## src/design/iiw_pkg.sv

```systemverilog
// shared types and constants for the instruction issue window
`default_nettype none

package iiw_pkg;

  localparam int DEF_ENTRIES  = 256;
  localparam int DEF_POS_BITS = 16;

  localparam int MODE_W     = 2;
  localparam int WSIZE_W    = 9;
  localparam int IWIDTH_W   = 8;
  localparam int CFG_DATA_W = 9;
  localparam int CFG_IDX_W  = 1;

  localparam logic [CFG_IDX_W-1:0] CFG_WINDOW_SIZE = 1'd0;
  localparam logic [CFG_IDX_W-1:0] CFG_ISSUE_WIDTH = 1'd1;

  localparam logic [MODE_W-1:0] MODE_INSERT   = 2'd0;
  localparam logic [MODE_W-1:0] MODE_ISSUE    = 2'd1;
  localparam logic [MODE_W-1:0] MODE_COMPLETE = 2'd2;
  localparam logic [MODE_W-1:0] MODE_TICK     = 2'd3;

  localparam logic [IWIDTH_W-1:0] ISSUE_CNT_MAX = 8'hFF;

  typedef enum logic [1:0] {
    OP_INSERT,
    OP_ISSUE,
    OP_COMPLETE,
    OP_TICK
  } op_e;

  typedef struct packed {
    op_e  op;
    logic ldp;
  } ctl_t;

endpackage

`default_nettype wire

```

## src/design/iiw_front.sv

```systemverilog
// front end: takes input words, decodes the request and queues them for the back end
`default_nettype none

module iiw_front #(
  parameter int POS_BITS = iiw_pkg::DEF_POS_BITS
) (
  input  wire logic                      clk_i,
  input  wire logic                      rst_ni,
  input  wire logic                      in_valid_i,
  output logic                           in_ready_o,
  input  wire logic [iiw_pkg::MODE_W-1:0] mode_i,
  input  wire logic [POS_BITS-1:0]       position_i,
  input  wire logic                      is_load_produce_i,
  output logic                           q_valid_o,
  input  wire logic                      q_pop_i,
  output iiw_pkg::ctl_t                  q_ctl_o,
  output logic [POS_BITS-1:0]            q_pos_o
);

  localparam int QDEPTH = 2;

  iiw_pkg::ctl_t       ctl_q [QDEPTH];
  logic [POS_BITS-1:0] pos_q [QDEPTH];
  logic                wr_ptr_q, wr_ptr_d;
  logic                rd_ptr_q, rd_ptr_d;
  logic [1:0]          cnt_q, cnt_d;
  iiw_pkg::ctl_t       in_ctl;
  logic                push;
  logic                pop;

  always_comb begin
    in_ctl.ldp = is_load_produce_i;
    case (mode_i)
      iiw_pkg::MODE_INSERT:   in_ctl.op = iiw_pkg::OP_INSERT;
      iiw_pkg::MODE_ISSUE:    in_ctl.op = iiw_pkg::OP_ISSUE;
      iiw_pkg::MODE_COMPLETE: in_ctl.op = iiw_pkg::OP_COMPLETE;
      iiw_pkg::MODE_TICK:     in_ctl.op = iiw_pkg::OP_TICK;
      default:                in_ctl.op = iiw_pkg::OP_TICK;
    endcase
  end

  assign in_ready_o = (cnt_q != 2'(QDEPTH));
  assign push       = in_valid_i && in_ready_o;
  assign q_valid_o  = (cnt_q != 2'd0);
  assign pop        = q_pop_i && q_valid_o;
  assign q_ctl_o    = ctl_q[rd_ptr_q];
  assign q_pos_o    = pos_q[rd_ptr_q];

  always_comb begin
    wr_ptr_d = push ? ~wr_ptr_q : wr_ptr_q;
    rd_ptr_d = pop ? ~rd_ptr_q : rd_ptr_q;
    cnt_d    = cnt_q + 2'(push) - 2'(pop);
  end

  always_ff @(posedge clk_i) begin
    if (push) begin
      ctl_q[wr_ptr_q] <= in_ctl;
      pos_q[wr_ptr_q] <= position_i;
    end
  end

  always_ff @(posedge clk_i or negedge rst_ni) begin
    if (!rst_ni) begin
      wr_ptr_q <= 1'b0;
      rd_ptr_q <= 1'b0;
      cnt_q    <= 2'd0;
    end else begin
      wr_ptr_q <= wr_ptr_d;
      rd_ptr_q <= rd_ptr_d;
      cnt_q    <= cnt_d;
    end
  end

endmodule

`default_nettype wire

```

## src/design/iiw_back.sv

```systemverilog
// back end: entry flag store, issue and complete checks, head retirement walk, result register
`default_nettype none

module iiw_back #(
  parameter int ENTRIES  = iiw_pkg::DEF_ENTRIES,
  parameter int POS_BITS = iiw_pkg::DEF_POS_BITS,
  parameter int SLOT_W   = $clog2(ENTRIES),
  parameter int HELD_W   = $clog2(ENTRIES + 1)
) (
  input  wire logic                          clk_i,
  input  wire logic                          rst_ni,
  input  wire logic                          cfg_we_i,
  input  wire logic [iiw_pkg::CFG_IDX_W-1:0]  cfg_index_i,
  input  wire logic [iiw_pkg::CFG_DATA_W-1:0] cfg_data_i,
  input  wire logic                          q_valid_i,
  output logic                               q_pop_o,
  input  wire iiw_pkg::ctl_t                 q_ctl_i,
  input  wire logic [POS_BITS-1:0]           q_pos_i,
  output logic                               out_valid_o,
  input  wire logic                          out_ready_i,
  output logic                               accepted_o,
  output logic [POS_BITS-1:0]                assigned_position_o,
  output logic [HELD_W-1:0]                  retired_count_o,
  output logic [HELD_W-1:0]                  occupancy_o
);

  localparam int OFF_W = (POS_BITS > HELD_W) ? POS_BITS : HELD_W;
  localparam int CMP_W = (POS_BITS > iiw_pkg::WSIZE_W) ? POS_BITS : iiw_pkg::WSIZE_W;
  localparam logic [SLOT_W:0]   ENT_S = (SLOT_W + 1)'(ENTRIES);
  localparam logic [HELD_W-1:0] ENT_H = HELD_W'(ENTRIES);
  localparam logic [SLOT_W-1:0] LAST_SLOT = SLOT_W'(ENTRIES - 1);

  typedef enum logic [1:0] {
    S_IDLE,
    S_RD,
    S_CHK,
    S_FIN
  } state_e;

  // flag store, one bit array per flag so each write touches one address
  logic ldp_mem  [ENTRIES];
  logic iss_mem  [ENTRIES];
  logic done_mem [ENTRIES];
  logic rd_ldp_q, rd_iss_q, rd_done_q;

  logic [iiw_pkg::WSIZE_W-1:0]  wsize_q;
  logic [iiw_pkg::IWIDTH_W-1:0] iwidth_q;

  state_e                       state_q, state_d;
  logic [SLOT_W-1:0]            head_slot_q, head_slot_d;
  logic [POS_BITS-1:0]          head_pos_q, head_pos_d;
  logic [POS_BITS-1:0]          next_pos_q, next_pos_d;
  logic [HELD_W-1:0]            held_q, held_d;
  logic [iiw_pkg::IWIDTH_W-1:0] icnt_q, icnt_d;
  logic [HELD_W-1:0]            ret_q, ret_d;
  logic                         out_valid_q, out_valid_d;
  logic                         acc_q, acc_d;
  logic [POS_BITS-1:0]          asg_q, asg_d;
  logic [HELD_W-1:0]            oret_q, oret_d;
  logic [HELD_W-1:0]            occ_q, occ_d;

  logic [POS_BITS-1:0] off;
  logic [OFF_W-1:0]    off_x;
  logic                hit;
  logic                in_window;
  logic                under_width;
  logic                issue_ok;
  logic [SLOT_W:0]     tgt_sum, ins_sum;
  logic [SLOT_W-1:0]   tgt_slot, ins_slot;
  logic                out_free;
  logic                go;

  logic              wr_all, wr_iss, wr_done;
  logic [SLOT_W-1:0] wr_addr;

  // window always starts at the head, so one offset serves both tests
  assign off         = q_pos_i - head_pos_q;
  assign off_x       = OFF_W'(off);
  assign hit         = off_x < OFF_W'(held_q);
  assign in_window   = (wsize_q == '0) || (CMP_W'(off) < CMP_W'(wsize_q));
  assign under_width = (iwidth_q == '0) || (icnt_q < iwidth_q);
  assign issue_ok    = hit && in_window && under_width;

  assign tgt_sum  = {1'b0, head_slot_q} + {1'b0, off_x[SLOT_W-1:0]};
  assign tgt_slot = (tgt_sum >= ENT_S) ? SLOT_W'(tgt_sum - ENT_S) : tgt_sum[SLOT_W-1:0];
  assign ins_sum  = {1'b0, head_slot_q} + {1'b0, held_q[SLOT_W-1:0]};
  assign ins_slot = (ins_sum >= ENT_S) ? SLOT_W'(ins_sum - ENT_S) : ins_sum[SLOT_W-1:0];

  assign out_free = !out_valid_q || out_ready_i;
  assign go       = rd_done_q || (rd_ldp_q && rd_iss_q);

  always_comb begin
    state_d     = state_q;
    head_slot_d = head_slot_q;
    head_pos_d  = head_pos_q;
    next_pos_d  = next_pos_q;
    held_d      = held_q;
    icnt_d      = icnt_q;
    ret_d       = ret_q;
    out_valid_d = out_valid_q && !out_ready_i;
    acc_d       = acc_q;
    asg_d       = asg_q;
    oret_d      = oret_q;
    occ_d       = occ_q;
    q_pop_o     = 1'b0;
    wr_all      = 1'b0;
    wr_iss      = 1'b0;
    wr_done     = 1'b0;
    wr_addr     = tgt_slot;

    case (state_q)
      S_IDLE: begin
        if (q_valid_i && out_free) begin
          q_pop_o = 1'b1;
          case (q_ctl_i.op)
            iiw_pkg::OP_INSERT: begin
              out_valid_d = 1'b1;
              oret_d      = '0;
              if (held_q != ENT_H) begin
                wr_all     = 1'b1;
                wr_addr    = ins_slot;
                acc_d      = 1'b1;
                asg_d      = next_pos_q;
                next_pos_d = next_pos_q + 1'b1;
                held_d     = held_q + 1'b1;
                occ_d      = held_q + 1'b1;
              end else begin
                acc_d = 1'b0;
                asg_d = '0;
                occ_d = held_q;
              end
            end
            iiw_pkg::OP_ISSUE: begin
              out_valid_d = 1'b1;
              acc_d       = issue_ok;
              asg_d       = '0;
              oret_d      = '0;
              occ_d       = held_q;
              if (issue_ok) begin
                wr_iss = 1'b1;
                if (icnt_q != iiw_pkg::ISSUE_CNT_MAX) begin
                  icnt_d = icnt_q + 1'b1;
                end
              end
            end
            iiw_pkg::OP_COMPLETE: begin
              out_valid_d = 1'b1;
              acc_d       = 1'b1;
              asg_d       = '0;
              oret_d      = '0;
              occ_d       = held_q;
              wr_done     = hit;
            end
            iiw_pkg::OP_TICK: begin
              icnt_d  = '0;
              ret_d   = '0;
              state_d = (held_q != '0) ? S_RD : S_FIN;
            end
            default: begin
              state_d = S_IDLE;
            end
          endcase
        end
      end
      S_RD: begin
        // head flags land in the read register at this edge
        state_d = S_CHK;
      end
      S_CHK: begin
        if (go) begin
          head_slot_d = (head_slot_q == LAST_SLOT) ? '0 : head_slot_q + 1'b1;
          head_pos_d  = head_pos_q + 1'b1;
          held_d      = held_q - 1'b1;
          ret_d       = ret_q + 1'b1;
          state_d     = (held_q == HELD_W'(1)) ? S_FIN : S_RD;
        end else begin
          state_d = S_FIN;
        end
      end
      S_FIN: begin
        if (out_free) begin
          out_valid_d = 1'b1;
          acc_d       = 1'b1;
          asg_d       = '0;
          oret_d      = ret_q;
          occ_d       = held_q;
          state_d     = S_IDLE;
        end
      end
      default: begin
        state_d = S_IDLE;
      end
    endcase
  end

  always_ff @(posedge clk_i) begin
    if (wr_all) begin
      ldp_mem[wr_addr] <= q_ctl_i.ldp;
    end
    if (wr_all || wr_iss) begin
      iss_mem[wr_addr] <= wr_iss;
    end
    if (wr_all || wr_done) begin
      done_mem[wr_addr] <= wr_done;
    end
    rd_ldp_q  <= ldp_mem[head_slot_q];
    rd_iss_q  <= iss_mem[head_slot_q];
    rd_done_q <= done_mem[head_slot_q];
  end

  always_ff @(posedge clk_i or negedge rst_ni) begin
    if (!rst_ni) begin
      wsize_q  <= '0;
      iwidth_q <= '0;
    end else if (cfg_we_i) begin
      case (cfg_index_i)
        iiw_pkg::CFG_WINDOW_SIZE: wsize_q  <= cfg_data_i;
        iiw_pkg::CFG_ISSUE_WIDTH: iwidth_q <= cfg_data_i[iiw_pkg::IWIDTH_W-1:0];
        default: begin
          wsize_q <= wsize_q;
        end
      endcase
    end
  end

  always_ff @(posedge clk_i or negedge rst_ni) begin
    if (!rst_ni) begin
      state_q     <= S_IDLE;
      head_slot_q <= '0;
      head_pos_q  <= '0;
      next_pos_q  <= '0;
      held_q      <= '0;
      icnt_q      <= '0;
      ret_q       <= '0;
      out_valid_q <= 1'b0;
      acc_q       <= 1'b0;
      asg_q       <= '0;
      oret_q      <= '0;
      occ_q       <= '0;
    end else begin
      state_q     <= state_d;
      head_slot_q <= head_slot_d;
      head_pos_q  <= head_pos_d;
      next_pos_q  <= next_pos_d;
      held_q      <= held_d;
      icnt_q      <= icnt_d;
      ret_q       <= ret_d;
      out_valid_q <= out_valid_d;
      acc_q       <= acc_d;
      asg_q       <= asg_d;
      oret_q      <= oret_d;
      occ_q       <= occ_d;
    end
  end

  assign out_valid_o         = out_valid_q;
  assign accepted_o          = acc_q;
  assign assigned_position_o = asg_q;
  assign retired_count_o     = oret_q;
  assign occupancy_o         = occ_q;

endmodule

`default_nettype wire

```

## src/design/instruction_issue_window.sv

```systemverilog
// instruction issue window: in-order store of in-flight entries with issue window and retirement
//
// input channel (in_valid_i / in_ready_o) carries one request word: insert, issue request,
// mark complete or tick. every word gives exactly one result word on the output channel
// (out_valid_o / out_ready_i). configuration (window size, issue width) is written through
// cfg_we_i / cfg_index_i / cfg_data_i; the user must write it only while the block is idle,
// and the block itself does not enforce this. a two-word queue sits between the front end
// and the back end, so the input keeps taking words while a result waits to be taken.
// insert, issue and complete are handled by the back end as they leave the queue, one word
// per cycle when the output is drained and no tick walk is running. a tick walks the store
// from the head one entry at a time, stopping when the store is empty or at an entry that
// cannot retire yet, and then presents its result; each entry of the walk takes one read of
// the flag memory (registered read data, then the retire decision).
// reset clears positions, occupancy, issue count, configuration and both handshakes; the
// flag memory is not cleared, every entry is written by insert before it is read.
// when the receiver stalls the result register holds its word; the back end then stops and
// the queue fills, after which in_ready_o drops.
`default_nettype none

module instruction_issue_window #(
  parameter int ENTRIES  = iiw_pkg::DEF_ENTRIES,
  parameter int POS_BITS = iiw_pkg::DEF_POS_BITS,
  parameter int HELD_W   = $clog2(ENTRIES + 1)
) (
  input  wire logic                           clk_i,
  input  wire logic                           rst_ni,
  input  wire logic                           cfg_we_i,
  input  wire logic [iiw_pkg::CFG_IDX_W-1:0]  cfg_index_i,
  input  wire logic [iiw_pkg::CFG_DATA_W-1:0] cfg_data_i,
  input  wire logic                           in_valid_i,
  output logic                                in_ready_o,
  input  wire logic [iiw_pkg::MODE_W-1:0]     mode_i,
  input  wire logic [POS_BITS-1:0]            position_i,
  input  wire logic                           is_load_produce_i,
  output logic                                out_valid_o,
  input  wire logic                           out_ready_i,
  output logic                                accepted_o,
  output logic [POS_BITS-1:0]                 assigned_position_o,
  output logic [HELD_W-1:0]                   retired_count_o,
  output logic [HELD_W-1:0]                   occupancy_o
);

  logic                q_valid;
  logic                q_pop;
  iiw_pkg::ctl_t       q_ctl;
  logic [POS_BITS-1:0] q_pos;

  iiw_front #(
    .POS_BITS (POS_BITS)
  ) u_front (
    .clk_i             (clk_i),
    .rst_ni            (rst_ni),
    .in_valid_i        (in_valid_i),
    .in_ready_o        (in_ready_o),
    .mode_i            (mode_i),
    .position_i        (position_i),
    .is_load_produce_i (is_load_produce_i),
    .q_valid_o         (q_valid),
    .q_pop_i           (q_pop),
    .q_ctl_o           (q_ctl),
    .q_pos_o           (q_pos)
  );

  iiw_back #(
    .ENTRIES  (ENTRIES),
    .POS_BITS (POS_BITS),
    .SLOT_W   ($clog2(ENTRIES)),
    .HELD_W   (HELD_W)
  ) u_back (
    .clk_i               (clk_i),
    .rst_ni              (rst_ni),
    .cfg_we_i            (cfg_we_i),
    .cfg_index_i         (cfg_index_i),
    .cfg_data_i          (cfg_data_i),
    .q_valid_i           (q_valid),
    .q_pop_o             (q_pop),
    .q_ctl_i             (q_ctl),
    .q_pos_i             (q_pos),
    .out_valid_o         (out_valid_o),
    .out_ready_i         (out_ready_i),
    .accepted_o          (accepted_o),
    .assigned_position_o (assigned_position_o),
    .retired_count_o     (retired_count_o),
    .occupancy_o         (occupancy_o)
  );

endmodule

`default_nettype wire
```

## config.mk

```make
export PLATFORM = sky130hd
export DESIGN_NAME = instruction_issue_window
export DESIGN_NICKNAME = d
export VERILOG_FILES = /design/src/design/iiw_pkg.sv /design/src/design/iiw_front.sv /design/src/design/iiw_back.sv /design/src/design/instruction_issue_window.sv
export SDC_FILE = /design/constraint.sdc
export NUM_CORES = 2
export LEC_CHECK = 0
export ABC_AREA = 1
export BUFFER_PORTS_ARGS = -buffer_cell sky130_fd_sc_hd__buf_2
export CORE_ASPECT_RATIO = 1.4
export CORE_MARGIN = 2
export CORE_UTILIZATION = 50
export CTS_CLUSTER_SIZE = 28
export DETAILED_ROUTE_END_ITERATION = 6
export PLACE_DENSITY = 0.68
export SLEW_MARGIN = 20
export SYNTH_ARGS = -nofsm -noshare
export SYNTH_HDL_FRONTEND = slang
export SYNTH_SLANG_ARGS = --single-unit
```

## constraint.sdc

```tcl
create_clock -name clk_i -period 10.39 [get_ports clk_i]
set_input_delay 0.5195 -clock clk_i [delete_from_list [all_inputs] [get_ports clk_i]]
set_output_delay 0.5195 -clock clk_i [all_outputs]
set_load 0.005 [all_outputs]
```

# == After elaboration in Yosys (flattened, before gate mapping) ==
# Memory sizes are Yosys's and may differ from the RTL's. A register that Yosys moved wholly into a read port is not among the register bits.
# Cells that the tools add are included.
# totals
ramBits,806
in_bits,34
out_inout_bits,37
wordCells,175
latch_bits,0
romBits,0
memories,5
ff_bits,125
# memory_table
memory,words,width,read_ports,rd_ports_with_merged_regs,write_ports,line,text
u_back.done_mem,256,1,1,1,1,iiw_back.sv:43,logic done_mem [ENTRIES];
u_back.iss_mem,256,1,1,1,1,iiw_back.sv:42,logic iss_mem [ENTRIES];
u_back.ldp_mem,256,1,1,1,1,iiw_back.sv:41,logic ldp_mem [ENTRIES];
u_front.pos_q,2,16,1,0,1,iiw_front.sv:23,logic [POS_BITS-1:0] pos_q [QDEPTH];
u_front.ctl_q,2,3,1,0,1,iiw_front.sv:22,iiw_pkg::ctl_t ctl_q [QDEPTH];
# classes
add_sub_neg,14
bitwise_logic,3
n_div,0
n_mux,69
n_shift,0
eq_ne,24
reduce_logical,38
mul,0
n_lt_le_gt_ge,5
# ops
cell,count
two-way mux 9 bit,12
one-hot mux 9 bit (2 select lines),5
two-way mux 8 bit,9
one-hot mux 16 bit (2 select lines),2
two-way mux 16 bit,3
adder 16 x 1 -> 16 bit (second input constant),2
< comparator 16 x 9 -> 1 bit,2
two-way mux 1 bit,26
AND reduction 4 bit,6
adder 8 x 8 -> 9 bit,2
adder 9 x 1 -> 9 bit (second input constant),2
>= comparator 9 bit (second input constant),2
adder 8 x 1 -> 8 bit (second input constant),2
one-hot mux 2 bit (4 select lines),2
one-hot mux 8 bit (2 select lines),1
subtractor 16 bit,1
subtractor 8 x 1 -> 8 bit (second input constant),2
== test 2 bit (second input constant),6
two-way mux 2 bit,6
!= test 2 x 1 -> 1 bit (second input constant),5
== test 9 x 1 -> 1 bit (second input constant),1
zero test 9 bit,1
!= test 9 bit (second input constant),1
nonzero test 9 bit,1
24 further kinds,51

# == Depth between registers and ports, before layout ==
# An unclocked memory read counts as a cell.
# logic_depth
word_depth,13
depth_mapped,23
ltp_nobuf,22

# == Cells and area by module ==
# A second synthesis with hierarchy kept.
# unflattened
cells_unflattened,4736
hier_area_um2,45580.0
# by_module_without_submodules
module,cells_each,seq_area_each_um2,area_per_inst_um2,instances
iiw_back,4603,26150.1,43945.9,1
iiw_front,133,1241.2,1634.1,1

# == Worst setup path before layout ==
# OpenSTA, ideal clock, no wires.
# synth_path
path_type,flip-flop to flip-flop
startpoint,reg u_front.rd_ptr_q
endpoint,"mem u_back.done_mem[0], data pin"
required_time_ns,8.999
arrival_ns,8.463
n_path_buf,2
synth_period_minus_slack_ns,9.854
path_stages_with_launch,17
setup_ns,1.391
path_slack_ns,0.536
path_cell_list,dfrtp_1 > buf_2 > buf_1 > nand2_1 > nand2_1 > ha_1 > a21oi_1 > nand2_1 > nand2_1 > nand2_1 > xor2_2 > ha_1 > a21oi_1 > o21ai_0 > o21ai_0 > nand3_1 > nor2_1
# synth_via
elab_chain_cells,6
elab_cells_between_ends,8
classes_between,add/sub: 1; order compare: 1; eq/ne: 1; mux: 3; memory: 2
# synth_rtl
element,line,text
"start, declared",iiw_front.sv:25,"logic rd_ptr_q, rd_ptr_d;"
"start signal, assigned",iiw_front.sv:69,rd_ptr_q <= rd_ptr_d;
memory read (2 x 16 bit),-,
subtractor 16 bit,iiw_back.sv:77,assign off = q_pos_i - head_pos_q;
< comparator 16 x 9 -> 1 bit,iiw_back.sv:79,assign hit = off_x < OFF_W'(held_q);
two-way mux 1 bit *,iiw_back.sv:115,case (q_ctl_i.op)
two-way mux 1 bit *,iiw_back.sv:113,if (q_valid_i && out_free) begin
two-way mux 1 bit *,iiw_back.sv:111,case (state_q)
named net u_back.wr_done,iiw_back.sv:73,"logic wr_all, wr_iss, wr_done;"
"end, declared",iiw_back.sv:43,
# The timed path passes the listed nets; every way through them passes the cells marked *.

# == Worst setup path in the final report ==
# layout_path
startpoint,reg u_front.rd_ptr_q
endpoint,"mem u_back.iss_mem[168], data pin"
# layout_via
elab_chain_cells,10
elab_cells_between_ends,13
classes_between,add/sub: 1; order compare: 2; eq/ne: 1; mux: 4; reduce/logical: 3; memory: 2
# layout_rtl
element,line,text
memory read (2 x 16 bit),-,
subtractor 16 bit,iiw_back.sv:77,
< comparator 16 x 9 -> 1 bit,iiw_back.sv:80,assign in_window = (wsize_q == '0) || (CMP_W'(off) < CMP_W'(wsize_q));
logical OR 1 bit,iiw_back.sv:80,
logical AND 1 bit (2 in series),iiw_back.sv:82,assign issue_ok = hit && in_window && under_width;
two-way mux 1 bit,iiw_back.sv:139,if (issue_ok) begin
two-way mux 1 bit *,iiw_back.sv:115,
two-way mux 1 bit *,iiw_back.sv:113,
two-way mux 1 bit *,iiw_back.sv:111,
named net u_back.wr_iss,iiw_back.sv:73,
"end, declared",iiw_back.sv:42,
# Marks and branches as above.

==> impl_metrics.ini <==
[status]
outcome = finished, final reports clean

[critical_path]
cp_cell_sequence = buf_4 > mux2i_1 > ha_1 > fa_1 > inv_1 > nand2_1 > nand3_1 > xor2_1 > ha_1 > nand2_1 > o21ai_0 > o21ai_0 > nand3_1 > nor2_1 > nand4_1 > buf_4 > inv_6 > buf_4
crit_cells = 18
slowest_stage = buf_4
critPathTopFamily = buffers and inverters
critPathBufInv = 5
crit_top_cell = buf_4
arrival_ns = 6.10
crit_fanout = 110
r2r-end = u_back.iss_mem[168]$_DFFE_PP_
crit_type = flop to flop
reg2reg_from = u_front.rd_ptr_q$_DFFE_PN0P_
cp-start-kind = flop
rrSetupSlack_ns = 4.58
critPathMaxStageDelay_ns = 0.89
worstRegToRegCells = 18
cp_data_required_time_ns = 10.68
cp-end-kind = flop

[sta]
fin_skew_ns = 0.0303
rsz0062_at_grt = no
setup_tns_ns = 0
tightestPinTransition_ns = 1.41
hold_ws_ns = 0.0636
fin_crit_sh_pct = 55.9
timing.final.crit_period_ns = 5.81
finalHoldViolCount = 0
relSlewSlack_pct = 6.10
setup_violations = 0
slew_viol_final = 0
max_freq_ghz = 0.172

[clock_tree]
cts_buffers = 88
cts_sinks = 934
cts_tree = done
postCtsResizedCells = 0
postCtsHoldBufs = 1
path_clk_slew_ns = 0.07
postCtsSetupBuffers = 0
cts-root-buf = clkbuf_16
cts_buffer_depth = 3
htree_levels = 3
clock_latency_ns = 0.67

[synth]
synth_flop_cell = edfxtp_1
synth_edf_count = 806
synth_fp_nets = 4799
yosysWarningCount = 0
synth-seq-cells = 934
synth_top_area_share_pct = 53.3
yosys.area.top_type = edfxtp_1
ys_types = 55
netlist_area_mm2 = 0.0454
seq_area_frac_synth_pct = 60.3
synthTopCellsByArea = edfxtp_1, nor2_1, dfrtp_1
netlist_instances = 4692
avgSynthCellArea_um2 = 9.68
async_flop_share_pct = 13.4

[global_routing]
grt_max_degree = 257
grt_pass1_wl_um = 189000
groute.usage.overall_pct = 26.1
grt_pass1_vias = 33600
antenna_found_initial = 0
grt.overflow.total = 0

[pwr]
seqPwrFrac_pct = 29.6
p_per_area_mw_per_mm2 = 315
p_leak_nw = 18.1
p_int_mw = 7.95
vdd_ir_drop_max_mv = 0.601
switching_share_pct = 48.8
pwr-share-comb_pct = 48.9
p_sw_mw = 7.57
clkPwrFrac_pct = 21.5

[detailed_routing]
detail-route-antenna-nets = 0
drt_iter0_drc = 3566
avgRoutedWirePerCell_um = 21.2
wl_um = 123000
viasPerCell = 5.91
drc = 0
vias = 34300
dr.pass1.iters = 5

[min_path]
worstHoldEndpoint = u_front.ctl_q[1][2]$_DFFE_PP_
hold_depth = 1
hold_path_class = primary input to flop
hold_start = mode_i[1]

[final_layout]
area_delta_synth_final_pct = 8.38
final_nets = 4651
diodes = 0
final_common_cell = nor2_1
layout_common_cells = nor2_1, edfxtp_1, nand2_1
drive_above_1_share_pct = 7.79

[die]
rows = 130
ios = 71
core_mm2 = 0.0899
dieArea_mm2 = 0.0933
start_util_pct = 50.5
die_h_um = 361
die_w_um = 259

[placed_design]
dp_hpwl_um = 67600
gp_congestion = 0.858
port_buffers = 70

[job]
cap_viol_max_count = 0
flip-flops by register name, indices dropped and copies added, names as in the netlist, 9 cells and up:
register                    cells
u_back.retired_count_o          9
u_back.next_pos_q              16
u_back.assigned_position_o     16
u_back.occupancy_o              9
u_back.held_q                   9
u_back.head_pos_q              16
u_back.ldp_mem                256
u_front.pos_q                  32
u_back.done_mem               256
u_back.wsize_q                  9
u_back.iss_mem                256
u_back.ret_q                    9
synthesized netlist by cell type, types with 9 or more instances:
cell and number:
o22ai_1 122, edfxtp_1 806, o211ai_1 24, nand2_1 624
nor2_1 843, nor2_4 25, clkbuf_1 240, xor2_1 54
nand4_1 11, buf_1 10, inv_1 298, buf_4 20
xnor2_1 9, nand3_1 294, ha_1 70, o21ai_0 467
a21oi_1 351, nor3_1 28, o221ai_1 74, buf_2 86
nand2_2 9, dfrtp_1 125, nor2_2 11, inv_2 16
area by class of cell:
| class | count | area (um2) |
|---|---|---|
| timing repair buffer | 122 | 812 |
| clock inverter | 59 | 569 |
| sequential | 934 | 27400 |
| clock buffer | 106 | 2390 |
| inverter | 317 | 1210 |
| fill | 7818 | 40700 |
| tap | 1188 | 1490 |
| multi-input combinational | 3081 | 15400 |
layer usage:
| metal | track usage, % | share of wire (%) | vias to the layer above |
|---|---|---|---|
| li1 | - | - | 15900 |
| met3 | 3.72 | 7.5 | 328 |
| met1 | 31.0 | 37 | 16600 |
| met2 | 45.7 | 50 | 1402 |
| met4 | 13.5 | 5.0 | 0 |
| met5 | 0 | 0 | - |
worst register-to-register path, cell delays in order, from the launching register on:
cell	delay, ns
dfrtp_1	0.39
buf_4	0.22
mux2i_1	0.16
ha_1	0.23
fa_1	0.44
inv_1	0.10
nand2_1	0.06
nand3_1	0.14
xor2_1	0.39
ha_1	0.31
nand2_1	0.08
o21ai_0	0.09
o21ai_0	0.18
nand3_1	0.23
nor2_1	0.22
nand4_1	0.11
buf_4	0.35
inv_6	0.69
buf_4	0.90
cell families (layout without fill, tap and decap cells):
| family | count (synthesis) | in the layout | synth area share, % |
|---|---|---|---|
| AO/OA/AOI/OAI | 1067 | 1067 | 13.0 |
| adder cells (fa/ha/maj) | 73 | 73 | 2.06 |
| multiplexers | 2 | 2 | 0.0716 |
| AND/OR/NAND/NOR | 1875 | 1875 | 17.3 |
| buffers and inverters | 677 | 604 | 6.06 |
| XOR/XNOR | 64 | 64 | 1.25 |
| flip-flops | 934 | 934 | 60.3 |
power groups by stage:
stage               clock, mW  sequential [mW]  combinational (mW)
floorplan                   0             4.60                4.87
global placement            0             4.66                7.40
detailed placement          0             4.66                7.47
CTS                      3.37             4.59                7.49
global route             3.51             4.61                8.12
finish                   3.34             4.59                7.59
how the worst max path moves through the flow:
| stage | start | to | slack (ns) |
|---|---|---|---|
| 4_1_cts | u_front.rd_ptr_q$_DFFE_PN0P_ | u_back.iss_mem[40]$_DFFE_PP_ | 4.58 |
| 2_1_floorplan | u_front.rd_ptr_q$_DFFE_PN0P_ | u_back.done_mem[0]$_DFFE_PP_ | 0.54 |
| 5_1_grt | u_front.rd_ptr_q$_DFFE_PN0P_ | u_back.iss_mem[162]$_DFFE_PP_ | 4.11 |
| 6_report | u_front.rd_ptr_q$_DFFE_PN0P_ | u_back.iss_mem[168]$_DFFE_PP_ | 4.58 |
| 3_5_place_dp | u_front.rd_ptr_q$_DFFE_PN0P_ | u_back.iss_mem[160]$_DFFE_PP_ | 4.61 |
| 3_3_place_gp | u_front.rd_ptr_q$_DFFE_PN0P_ | u_back.iss_mem[162]$_DFFE_PP_ | 4.77 |
stage by stage:
stage | power (mW) | worst slack, ns | area (um2) | util, % | std cells
2_1_floorplan | 9.47 | 0.536 | 45400 | - | 4692
3_3_place_gp | 12.1 | 4.77 | 46300 | 51.4 | 5641
3_5_place_dp | 12.1 | 4.61 | 46300 | 51.4 | 5641
4_1_cts | 15.4 | 4.58 | 49200 | 54.7 | 5807
5_1_grt | 16.2 | 4.11 | 49200 | 54.7 | 5807
6_report | 15.5 | 4.58 | 49200 | 54.7 | 5807
Note: power is estimated with default switching activity, not from simulation.
